`src/sv/fpfa_pkg.sv`:
```
`timescale 1ns / 1ps

package fpfa_pkg;

   localparam int NUM_PARTITIONS = 16;
   localparam int SIZE_BITS      = 16;
   localparam int IDX_BITS       = $clog2(NUM_PARTITIONS);
   localparam int CNT_BITS       = $clog2(NUM_PARTITIONS + 1);

   localparam int CSR_INDEX_BITS = 1;
   localparam int CSR_DATA_BITS  = 5;

   typedef logic [IDX_BITS-1:0]       idx_type;
   typedef logic [CNT_BITS-1:0]       cnt_type;
   typedef logic [SIZE_BITS-1:0]      size_type;
   typedef logic [CSR_INDEX_BITS-1:0] csr_index_type;

   localparam csr_index_type CSR_FIT_POLICY = 1'b0;
   localparam csr_index_type CSR_PARTITIONS = 1'b1;

   localparam logic REQ_LOAD  = 1'b0;
   localparam logic REQ_ALLOC = 1'b1;

   typedef enum logic [1:0] {
      POLICY_FIRST = 2'd0,
      POLICY_BEST  = 2'd1,
      POLICY_WORST = 2'd2,
      POLICY_NEXT  = 2'd3
   } policy_type;

   typedef struct packed {
      logic     wr_en;
      idx_type  wr_index;
      size_type wr_cap;
      logic     clr_en;
      idx_type  clr_index;
      idx_type  rd_index;
   } table_cmd_type;

   typedef struct packed {
      size_type cap;
      logic     free;
   } table_rd_type;

   typedef struct packed {
      size_type   cap;
      logic       free;
      size_type   req;
      size_type   best;
      logic       found;
      policy_type policy;
   } fit_req_type;

   typedef struct packed {
      logic     fits;
      logic     take;
      size_type left;
   } fit_rsp_type;

endpackage

```
`src/sv/fpfa_table.sv`:
```
`timescale 1ns / 1ps

module fpfa_table (
   input  logic                   clock,
   input  logic                   reset,
   input  fpfa_pkg::table_cmd_type table_cmd,
   output fpfa_pkg::table_rd_type  table_rd
);

   fpfa_pkg::size_type                        cap_ff [fpfa_pkg::NUM_PARTITIONS];
   logic [fpfa_pkg::NUM_PARTITIONS-1:0]       free_ff;
   logic [fpfa_pkg::NUM_PARTITIONS-1:0]       free_in;

   always_ff @(posedge clock) begin
      if (table_cmd.wr_en) begin
         cap_ff[table_cmd.wr_index] <= table_cmd.wr_cap;
      end
   end

   always_comb begin
      free_in = free_ff;
      if (table_cmd.wr_en) begin
         free_in[table_cmd.wr_index] = 1'b1;
      end
      if (table_cmd.clr_en) begin
         free_in[table_cmd.clr_index] = 1'b0;
      end
   end

   always_ff @(posedge clock) begin
      if (reset) begin
         free_ff <= '1;
      end else begin
         free_ff <= free_in;
      end
   end

   assign table_rd.cap  = cap_ff[table_cmd.rd_index];
   assign table_rd.free = free_ff[table_cmd.rd_index];

endmodule

```
`src/sv/fpfa_fit_unit.sv`:
```
`timescale 1ns / 1ps

module fpfa_fit_unit (
   input  fpfa_pkg::fit_req_type fit_req,
   output fpfa_pkg::fit_rsp_type fit_rsp
);

   logic [fpfa_pkg::SIZE_BITS:0] diff;
   logic                         better;

   always_comb begin
      diff = {1'b0, fit_req.cap} - {1'b0, fit_req.req};
      fit_rsp.left = diff[fpfa_pkg::SIZE_BITS-1:0];
      fit_rsp.fits = fit_req.free & ~diff[fpfa_pkg::SIZE_BITS];
      better = ~fit_req.found
             | ((fit_req.policy == fpfa_pkg::POLICY_BEST) && (fit_rsp.left < fit_req.best))
             | ((fit_req.policy == fpfa_pkg::POLICY_WORST) && (fit_rsp.left > fit_req.best));
      fit_rsp.take = fit_rsp.fits & better;
   end

endmodule

```
`src/sv/fpfa_ctrl.sv`:
```
`timescale 1ns / 1ps

module fpfa_ctrl (
   input  logic                    clock,
   input  logic                    reset,
   input  logic                    start,
   output logic                    busy,
   input  logic                    req_type,
   input  logic [3:0]              req_partition_index,
   input  logic [15:0]             req_partition_capacity,
   input  logic [15:0]             req_request_size,
   input  fpfa_pkg::policy_type    fit_policy,
   input  fpfa_pkg::cnt_type       scan_limit,
   output fpfa_pkg::table_cmd_type table_cmd,
   input  fpfa_pkg::table_rd_type  table_rd,
   output fpfa_pkg::fit_req_type   fit_req,
   input  fpfa_pkg::fit_rsp_type   fit_rsp,
   output logic                    rsp_strobe,
   output logic                    rsp_granted,
   output logic [3:0]              rsp_granted_partition,
   output logic [15:0]             rsp_leftover
);

   typedef enum logic [3:0] {
      ST_IDLE   = 4'b0001,
      ST_LOAD   = 4'b0010,
      ST_SCAN   = 4'b0100,
      ST_COMMIT = 4'b1000
   } state_type;

   state_type          state_ff, state_in;
   logic               load_ok_ff, load_ok_in;
   fpfa_pkg::idx_type  load_idx_ff, load_idx_in;
   fpfa_pkg::size_type load_cap_ff, load_cap_in;
   fpfa_pkg::size_type req_ff, req_in;
   fpfa_pkg::cnt_type  scan_n_ff, scan_n_in;
   fpfa_pkg::cnt_type  cnt_ff, cnt_in;
   fpfa_pkg::idx_type  idx_ff, idx_in;
   logic               found_ff, found_in;
   fpfa_pkg::idx_type  pick_ff, pick_in;
   fpfa_pkg::size_type best_ff, best_in;
   fpfa_pkg::idx_type  ptr_ff, ptr_in;
   logic               strobe_ff, strobe_in;
   logic               granted_ff, granted_in;
   logic [3:0]         part_ff, part_in;
   logic [15:0]        left_ff, left_in;
   logic               last;
   logic               stop;

   assign busy = (state_ff != ST_IDLE);

   assign fit_req.cap    = table_rd.cap;
   assign fit_req.free   = table_rd.free;
   assign fit_req.req    = req_ff;
   assign fit_req.best   = best_ff;
   assign fit_req.found  = found_ff;
   assign fit_req.policy = fit_policy;

   always_comb begin
      state_in    = state_ff;
      load_ok_in  = load_ok_ff;
      load_idx_in = load_idx_ff;
      load_cap_in = load_cap_ff;
      req_in      = req_ff;
      scan_n_in   = scan_n_ff;
      cnt_in      = cnt_ff;
      idx_in      = idx_ff;
      found_in    = found_ff;
      pick_in     = pick_ff;
      best_in     = best_ff;
      ptr_in      = ptr_ff;
      strobe_in   = 1'b0;
      granted_in  = granted_ff;
      part_in     = part_ff;
      left_in     = left_ff;
      table_cmd   = '0;
      table_cmd.wr_index  = load_idx_ff;
      table_cmd.wr_cap    = load_cap_ff;
      table_cmd.clr_index = pick_ff;
      table_cmd.rd_index  = idx_ff;
      last = (fpfa_pkg::cnt_type'(cnt_ff + 1'b1) == scan_n_ff);
      stop = fit_rsp.fits
           && ((fit_policy == fpfa_pkg::POLICY_FIRST) || (fit_policy == fpfa_pkg::POLICY_NEXT));

      case (state_ff)
         ST_IDLE: begin
            if (start) begin
               load_ok_in  = (32'(req_partition_index) < fpfa_pkg::NUM_PARTITIONS);
               load_idx_in = fpfa_pkg::idx_type'(req_partition_index);
               load_cap_in = fpfa_pkg::size_type'(req_partition_capacity);
               req_in      = fpfa_pkg::size_type'(req_request_size);
               scan_n_in   = scan_limit;
               cnt_in      = '0;
               found_in    = 1'b0;
               pick_in     = '0;
               best_in     = '0;
               if ((fit_policy == fpfa_pkg::POLICY_NEXT)
                   && (fpfa_pkg::cnt_type'(ptr_ff) < scan_limit)) begin
                  idx_in = ptr_ff;
               end else begin
                  idx_in = '0;
               end
               if (req_type == fpfa_pkg::REQ_LOAD) begin
                  state_in = ST_LOAD;
               end else if (scan_limit == '0) begin
                  state_in = ST_COMMIT;
               end else begin
                  state_in = ST_SCAN;
               end
            end
         end
         ST_LOAD: begin
            table_cmd.wr_en = load_ok_ff;
            strobe_in  = 1'b1;
            granted_in = 1'b0;
            part_in    = '0;
            left_in    = '0;
            state_in   = ST_IDLE;
         end
         ST_SCAN: begin
            if (fit_rsp.take) begin
               found_in = 1'b1;
               pick_in  = idx_ff;
               best_in  = fit_rsp.left;
            end
            cnt_in = fpfa_pkg::cnt_type'(cnt_ff + 1'b1);
            if (fpfa_pkg::cnt_type'(fpfa_pkg::cnt_type'(idx_ff) + 1'b1) == scan_n_ff) begin
               idx_in = '0;
            end else begin
               idx_in = fpfa_pkg::idx_type'(idx_ff + 1'b1);
            end
            if (last || stop) begin
               state_in = ST_COMMIT;
            end
         end
         ST_COMMIT: begin
            table_cmd.clr_en = found_ff;
            if (found_ff && (fit_policy == fpfa_pkg::POLICY_NEXT)) begin
               ptr_in = pick_ff;
            end
            strobe_in  = 1'b1;
            granted_in = found_ff;
            part_in    = found_ff ? 4'(pick_ff) : 4'd0;
            left_in    = found_ff ? 16'(best_ff) : 16'd0;
            state_in   = ST_IDLE;
         end
         default: begin
            state_in = ST_IDLE;
         end
      endcase
   end

   always_ff @(posedge clock) begin
      if (reset) begin
         state_ff  <= ST_IDLE;
         ptr_ff    <= '0;
         strobe_ff <= 1'b0;
      end else begin
         state_ff  <= state_in;
         ptr_ff    <= ptr_in;
         strobe_ff <= strobe_in;
      end
   end

   always_ff @(posedge clock) begin
      load_ok_ff  <= load_ok_in;
      load_idx_ff <= load_idx_in;
      load_cap_ff <= load_cap_in;
      req_ff      <= req_in;
      scan_n_ff   <= scan_n_in;
      cnt_ff      <= cnt_in;
      idx_ff      <= idx_in;
      found_ff    <= found_in;
      pick_ff     <= pick_in;
      best_ff     <= best_in;
      granted_ff  <= granted_in;
      part_ff     <= part_in;
      left_ff     <= left_in;
   end

   assign rsp_strobe            = strobe_ff;
   assign rsp_granted           = granted_ff;
   assign rsp_granted_partition = part_ff;
   assign rsp_leftover          = left_ff;

endmodule

```
`src/sv/fixed_partition_fit_allocator_core.sv`:
```
`timescale 1ns / 1ps

// Fixed partition allocator with first, best, worst and next fit policies.
// An item is taken when start is high and busy is low. A load beat writes
// one partition's capacity and marks it free; an allocate beat asks for
// req_request_size and claims a free partition that is large enough.
// Every item gives exactly one result beat on the rsp_ ports, marked by
// rsp_strobe for one cycle; the receiver cannot hold it off.
// A load beat passes through the load state to its result beat. An
// allocate beat scans the partitions in use, one scan state for each:
// the single compare and subtract unit visits one partition per cycle,
// and the commit state then commits the choice. First fit and next fit stop at
// the first hit, so they may end the scan early. Busy falls in the cycle that
// shows the result beat, so a new item is taken at the edge that ends it;
// the block does not take a new item before the last one is through.
// The configuration channel (csr_) writes the fit policy and the partition
// count; it is ready whenever the block is idle.
// Reset marks all partitions free, zeroes the next fit pointer, selects
// first fit with sixteen partitions, and clears any pending result beat.
// Capacities are undefined until loaded.

module fixed_partition_fit_allocator_core (
   input  logic                                  clock,
   input  logic                                  reset,
   input  logic                                  start,
   output logic                                  busy,
   input  logic                                  req_type,
   input  logic [3:0]                            req_partition_index,
   input  logic [15:0]                           req_partition_capacity,
   input  logic [15:0]                           req_request_size,
   output logic                                  rsp_strobe,
   output logic                                  rsp_granted,
   output logic [3:0]                            rsp_granted_partition,
   output logic [15:0]                           rsp_leftover,
   input  logic                                  csr_valid,
   output logic                                  csr_ready,
   input  logic [fpfa_pkg::CSR_INDEX_BITS-1:0]   csr_index,
   input  logic [fpfa_pkg::CSR_DATA_BITS-1:0]    csr_wdata
);

   fpfa_pkg::policy_type    policy_ff, policy_in;
   logic [4:0]              parts_ff, parts_in;
   fpfa_pkg::cnt_type       scan_limit;
   fpfa_pkg::table_cmd_type table_cmd;
   fpfa_pkg::table_rd_type  table_rd;
   fpfa_pkg::fit_req_type   fit_req;
   fpfa_pkg::fit_rsp_type   fit_rsp;

   assign csr_ready = ~busy;

   always_comb begin
      policy_in = policy_ff;
      parts_in  = parts_ff;
      if (csr_valid && csr_ready) begin
         case (csr_index)
            fpfa_pkg::CSR_FIT_POLICY: begin
               policy_in = fpfa_pkg::policy_type'(csr_wdata[1:0]);
            end
            fpfa_pkg::CSR_PARTITIONS: begin
               parts_in = csr_wdata[4:0];
            end
            default: begin
               parts_in = parts_ff;
            end
         endcase
      end
   end

   always_ff @(posedge clock) begin
      if (reset) begin
         policy_ff <= fpfa_pkg::POLICY_FIRST;
         parts_ff  <= 5'd16;
      end else begin
         policy_ff <= policy_in;
         parts_ff  <= parts_in;
      end
   end

   assign scan_limit = (32'(parts_ff) > fpfa_pkg::NUM_PARTITIONS)
                     ? fpfa_pkg::cnt_type'(fpfa_pkg::NUM_PARTITIONS)
                     : fpfa_pkg::cnt_type'(parts_ff);

   fpfa_table u_table (
      .clock     (clock),
      .reset     (reset),
      .table_cmd (table_cmd),
      .table_rd  (table_rd)
   );

   fpfa_fit_unit u_fit_unit (
      .fit_req (fit_req),
      .fit_rsp (fit_rsp)
   );

   fpfa_ctrl u_ctrl (
      .clock                  (clock),
      .reset                  (reset),
      .start                  (start),
      .busy                   (busy),
      .req_type               (req_type),
      .req_partition_index    (req_partition_index),
      .req_partition_capacity (req_partition_capacity),
      .req_request_size       (req_request_size),
      .fit_policy             (policy_ff),
      .scan_limit             (scan_limit),
      .table_cmd              (table_cmd),
      .table_rd               (table_rd),
      .fit_req                (fit_req),
      .fit_rsp                (fit_rsp),
      .rsp_strobe             (rsp_strobe),
      .rsp_granted            (rsp_granted),
      .rsp_granted_partition  (rsp_granted_partition),
      .rsp_leftover           (rsp_leftover)
   );

endmodule

```
`config.mk`:
```
export PLATFORM = sky130hd
export DESIGN_NAME = fixed_partition_fit_allocator_core
export DESIGN_NICKNAME = d
export VERILOG_FILES = /design/src/sv/fpfa_pkg.sv /design/src/sv/fpfa_table.sv /design/src/sv/fpfa_fit_unit.sv /design/src/sv/fpfa_ctrl.sv /design/src/sv/fixed_partition_fit_allocator_core.sv
export SDC_FILE = /design/constraint.sdc
export NUM_CORES = 1
export LEC_CHECK = 0
export ABC_AREA = 1
export BUFFER_PORTS_ARGS = -buffer_cell sky130_fd_sc_hd__buf_4
export CAP_MARGIN = 10
export CORE_MARGIN = 1.5
export CORE_UTILIZATION = 55
export CTS_CLUSTER_DIAMETER = 50
export DETAILED_ROUTE_END_ITERATION = 6
export GPL_TIMING_DRIVEN = 0
export PLACE_DENSITY = 0.75
export SETUP_SLACK_MARGIN = 0.5
export SLEW_MARGIN = 10
export SYNTH_ARGS = -nofsm -noshare
export SYNTH_HDL_FRONTEND = slang
export SYNTH_SLANG_ARGS = --single-unit
```
`constraint.sdc`:
```
create_clock -name clock -period 5.35 [get_ports clock]
set_clock_uncertainty 0.2 [all_clocks]
set_input_delay 1.3375 -clock clock [delete_from_list [all_inputs] [get_ports clock]]
set_output_delay 1.3375 -clock clock [all_outputs]
set_load 0.02 [all_outputs]
```
# Word level (Yosys, flattened, before mapping)
# Memory sizes are Yosys's and may differ from the RTL's. A register that Yosys moved wholly into a read port is not among the register bits.
# Cells that the tools add are included.
dict set report word_totals {
  register_bits 124
  ram_bits 256
  output_inout_bits 24
  word_cells 118
  mem_count 1
}
# memory depth word_bits rd rd_clocked_by_memory_dff write_ports line_no
set mem_list {}
lappend mem_list {u_table.cap_ff 16 16 1 1 1 fpfa_table.sv:10} ;# fpfa_pkg::size_type cap_ff [fpfa_pkg::NUM_PARTITIONS];
dict set report classes {
  n_addsub 4
  order_cmp 9
  n_eq_ne 13
  mux 40
  bitwise_logic 11
  reduce_logical 22
}
# operator n
set ops {}
lappend ops {{$mux 16} 5}
lappend ops {{$pmux 16 s2} 2}
lappend ops {{$mux 4} 11}
lappend ops {{$pmux 4 s2} 4}
lappend ops {{$sub 16x16->17} 1}
lappend ops {{$and 16x16->16} 1}
lappend ops {{$gt 16x16->1} 1}
lappend ops {{$lt 16x16->1} 1}
lappend ops {{$not 16->16} 1}
lappend ops {{$or 16x16->16} 1}
lappend ops {{$lt 4x5->1 const B} 3}
lappend ops {{$reduce_and 2->1} 6}
lappend ops {{$eq 5x5->1} 2}
lappend ops {{$mux 1} 10}
lappend ops {{$mux 5} 2}
lappend ops {{$pmux 5 s2} 1}
lappend ops {{$demux 1 s4} 2}
lappend ops {{$ge 4x1->1 const B} 2}
lappend ops {{$logic_and 1x1->1} 8}
lappend ops {{$add 4x1->5 const B} 1}
lappend ops {{$add 5x1->5 const B} 1}
lappend ops {{$gt 5x5->1 const B} 1}
lappend ops {{$logic_not 5->1} 1}
lappend ops {{$lt 4x5->1} 1}
lappend ops {{other kinds (20)} 30}

# Depth between registers and ports, before layout
dict set report logic_depth {
  word_depth 8
  mapped_depth 31
  mapped_depth_nobuf 30
}

# By module
# Synthesis repeated with hierarchy kept, for this count alone.
dict set report hier_totals {
  hier_cells 1790
  area_unflattened_um2 17548.1
}
# mod n_inst cells_each area_per_inst_um2 seq_area_each_um2
set modules_own_cells {}
lappend modules_own_cells {fpfa_table 1 1168 11722.5 8007.7}
lappend modules_own_cells {fpfa_ctrl 1 350 4196.5 2942.8}
lappend modules_own_cells {fpfa_fit_unit 1 220 1305.0 0.0}
lappend modules_own_cells {fixed_partition_fit_allocator_core 1 52 324.1 140.1}

# Worst setup path after synthesis
# Ideal clock, no wire load.
dict set report synth_path {
  kind {register to register}
  from {reg (tool-made name)}
  to {reg u_ctrl.best_ff[0], enable pin}
  setup_time_ns 0.406
  t_arrival_ns 4.420
  t_required_ns 4.744
  slack_ns 0.324
  path_stages_with_launch 32
  n_path_buf 3
  synth_period_minus_slack_ns 5.026
  cell_sequence {dfxtp_1 -> buf_4 -> buf_6 -> buf_6 -> o21ai_0 -> o21ai_0 -> o211ai_1 -> nand2_1 -> inv_1 -> ha_1 -> inv_1 -> fa_1 -> nand2_1 -> nand2_1 -> nand3_1 -> nand2_2 -> nand2_1 -> nand2_1 -> a21boi_1 -> xor2_1 -> inv_1 -> ha_1 -> nand2_1 -> nor2_1 -> nand2_1 -> inv_1 -> nand2_1 -> nand2_1 -> nand2_1 -> nand3_1 -> nand2_1 -> a21oi_1}
}
# element line_no
set synth_rtl {}
lappend synth_rtl {{end signal, assigned} fpfa_ctrl.sv:175} ;# best_ff <= best_in;
lappend synth_rtl {{end, declared} fpfa_ctrl.sv:41} ;# fpfa_pkg::size_type best_ff, best_in;

==> results_dict.tcl <==
set metrics [dict create \
    start_kind "flop" \
    netlist_area_mm2 0.0167 \
    place.gp.congestion 0.904 \
    syn_inst 1388 \
    nNetsFinal 1619 \
    final_common_cell "edfxtp_1" \
    ys_ff_latch 384 \
    cts_inserted_buffers 41 \
    portBuffers 69 \
    rsz0062_at_grt "no" \
    synthArstFlopShare_pct 0 \
    clk_path_buf_depth 3 \
    max_freq_mhz 211 \
    ant_nets 0 \
    timing.hold.ws_ps 273 \
    endpoint_kind "flop" \
    max_slew.worst_pin.slew_ps 1050 \
    yosysWarnings 0 \
    diodes 0 \
    fp-row-count 63 \
    worstPathRequired_ps 5400 \
    p_sw_w 0.00211 \
    drc 0 \
    clk_latency_ps 540 \
    grt_usage_pct 26.7 \
    vdd_drop_max_v 0.000284 \
    ys_dominant_reg_cell "edfxtp_1" \
    power_w 0.00778 \
    drtIter0Drc 1468 \
    dieWidth_um 177 \
    tritoncts "yes" \
    finalWorstSetupSlack_ps 605 \
    io_pins 71 \
    hold_path_class "flop to flop" \
    clkTransAtPathRegs_ps 60 \
    grt_pass1_vias 10700 \
    grt_max_degree 27 \
    gr-total-overflow 0 \
    synth_cell_type_count 43 \
    area_delta_synth_final_pct 19.3 \
    p_per_area_mw_per_mm2 391 \
    worst-path-max-fanout 10 \
    dieArea_mm2 0.0314 \
    hold_violations 0 \
    num_vias 11300 \
    slew-limit-headroom_pct 30.1 \
    synth-edff-count 348 \
    fp.dieH_um 177 \
    setup_viol_count_final 0 \
    internal_power_w 0.00567 \
    clockRootBuffer "clkbuf_16" \
    dpl_cell_area_mm2 0.0180 \
    fp.coreArea_mm2 0.0297 \
    arrival_ps 4790 \
    ys_seq_area_share_pct 67.0 \
    dp_slack_ps -334 \
    p_sw_share_pct 27.1 \
    avgSynthCellArea_um2 12.0 \
    first_pass_iters 5 \
    combPwrFrac_pct 18.4 \
    antenna_found_initial 0 \
    slew_violations 0 \
    cts-htree-levels 2 \
    wl_mm 42.0 \
    avgViaCountPerCell 5.79 \
    grt_first_pass_wirelength_mm 61.8 \
    hold_buffers 0 \
    dpl.hpwl_mm 27.4 \
    fin_crit_sh_pct 88.7 \
    p_clk_share_pct 37.4 \
    cts.sinks 384 \
    crit_type "flop to flop" \
    final.fill_count 2095 \
    p_seq_share_pct 44.2 \
    start_util_pct 56.1 \
    status "finished, final reports clean" \
    leakagePower_nw 7.69 \
    routedWlPerCell_um 21.5 \
    cap_violations 0 \
    final_area_mm2 0.0199 \
    layout_common_cells "348 x edfxtp_1, 186 x inv_1, 149 x nand2_1" \
    syn_nets 1476 \
    period_needed_ps 4740 \
    drive_gt1_share_pct 18.7 \
]
## final timing paths
path | cells past startpoint | end | slack (ps) | startpoint
setup reg to reg | 25 | u_ctrl.best_ff[7] | 610 | flop
hold / removal | 2 | parts_ff[3] | 270 | parts_ff[3]
setup / recovery | 25 | u_ctrl.best_ff[7] | 610 | flop
hold reg to reg | 2 | parts_ff[3] | 270 | parts_ff[3]
## what timing repair did
action | 4_1_cts | 5_1_grt
resized for setup | 20 | 103
buffers inserted | 3 | 7
endpoints found under the setup margin | 21 | 21
gates cloned | 1 | 3
pin swaps | 3 | 19
## area by class of cell
| cell class | count | area, um2 | area share [%] |
|---|---|---|---|
| buffer | 57 | 417 | 2.09 |
| clock buffer | 53 | 1150 | 5.77 |
| clock inverter | 21 | 244 | 1.23 |
| inverter | 193 | 724 | 3.64 |
| multi-input combinational | 755 | 4820 | 24.2 |
| sequential | 384 | 11200 | 56.2 |
| tap | 390 | 488 | 2.45 |
| timing repair buffer | 99 | 883 | 4.44 |
## Yosys cell counts (3+ instances only)
cell type    n  share of area, %
o21bai_1     3              0.14
buf_2       11              0.33
o21ai_0     93               2.8
a21oi_1     96               2.9
clkbuf_1    29              0.65
o22ai_1     12              0.45
edfxtp_1   348                63
nor2_2       4              0.15
inv_2        5              0.11
ha_1        40               3.0
dfxtp_1     36               4.3
o21ai_2      4              0.21
xor2_1      13              0.68
buf_6        6              0.41
nand2_1    160               3.6
o32ai_1      4              0.21
buf_1        3             0.068
o21ai_1      8              0.24
inv_1      188               4.2
mux2i_1     64               3.8
xnor2_1      8              0.42
o211ai_1    65               2.9
nor2_1      86               1.9
nand4_1     11              0.41
buf_4        7              0.32
nor3_1       8              0.24
nand3_1     56               1.7
## logic make-up (layout without fill, tap and decap cells)
logic type,after synthesis,after routing,synth area share [%]
xor gates and xnor gates,21,21,1.10
buffers and inverters,250,423,6.15
muxes,64,64,3.84
and+or+nand+nor,338,338,8.72
adders and majority gates,41,41,3.12
DFF,384,384,67.0
AOI/OAI and AO/OA,290,291,10.1
## flip-flops by register name, indices dropped and copies added (netlist names), 5 cells and up, named ones only
signal               cells
parts_ff                 5
u_ctrl.load_cap_ff      16
u_ctrl.cnt_ff            5
u_table.free_ff         16
u_ctrl.best_ff          16
u_ctrl.rsp_leftover     16
u_ctrl.req_ff           16
u_ctrl.scan_n_ff         5
u_table.cap_ff         256
## through the flow
step                cells  util [%]  setup TNS, ps
finish               1952      67.0              0
global route         1952      67.0              0
CTS                  1942      65.5              0
detailed placement   1864      60.5          -6980
global placement     1847      59.5          -5570
floorplan            1388         -              0
## power groups by stage
| stage | combinational [W] | sequential (W) | clock, W |
|---|---|---|---|
| floorplan | 0.000861 | 0.00347 | 0 |
| global placement | 0.00117 | 0.00350 | 0 |
| detailed placement | 0.00121 | 0.00350 | 0 |
| CTS | 0.00125 | 0.00344 | 0.00292 |
| global route | 0.00156 | 0.00345 | 0.00305 |
| finish | 0.00143 | 0.00344 | 0.00291 |
## routing by layer
layer | wire [um] | GRT usage (%)
met1 | 17300 | 37.7
met2 | 19800 | 42.5
met3 | 3830 | 4.38
met4 | 1110 | 8.47
met5 | 0 | 0
## worst max-delay path, cell delays in order, from the launching register on
cell       delay [ps]
dfxtp_4           390
buf_4             180
buf_8             180
mux2i_1           250
o21ai_1           170
o211ai_1          240
nand2_1           150
ha_1              340
nand2_1           100
inv_1              60
a21oi_2           180
nand2_4            90
nand2_2            60
nand2_2            60
a21boi_2          140
xor2_1            190
inv_1             110
ha_4              250
nand2_2            90
o21ai_1            90
a21oi_2           220
nand3_1           120
nand3_2            80
nand2_2            70
a21oi_4           240
clkbuf_16         200
No activity file was read; power rests on OpenSTA's default activity.
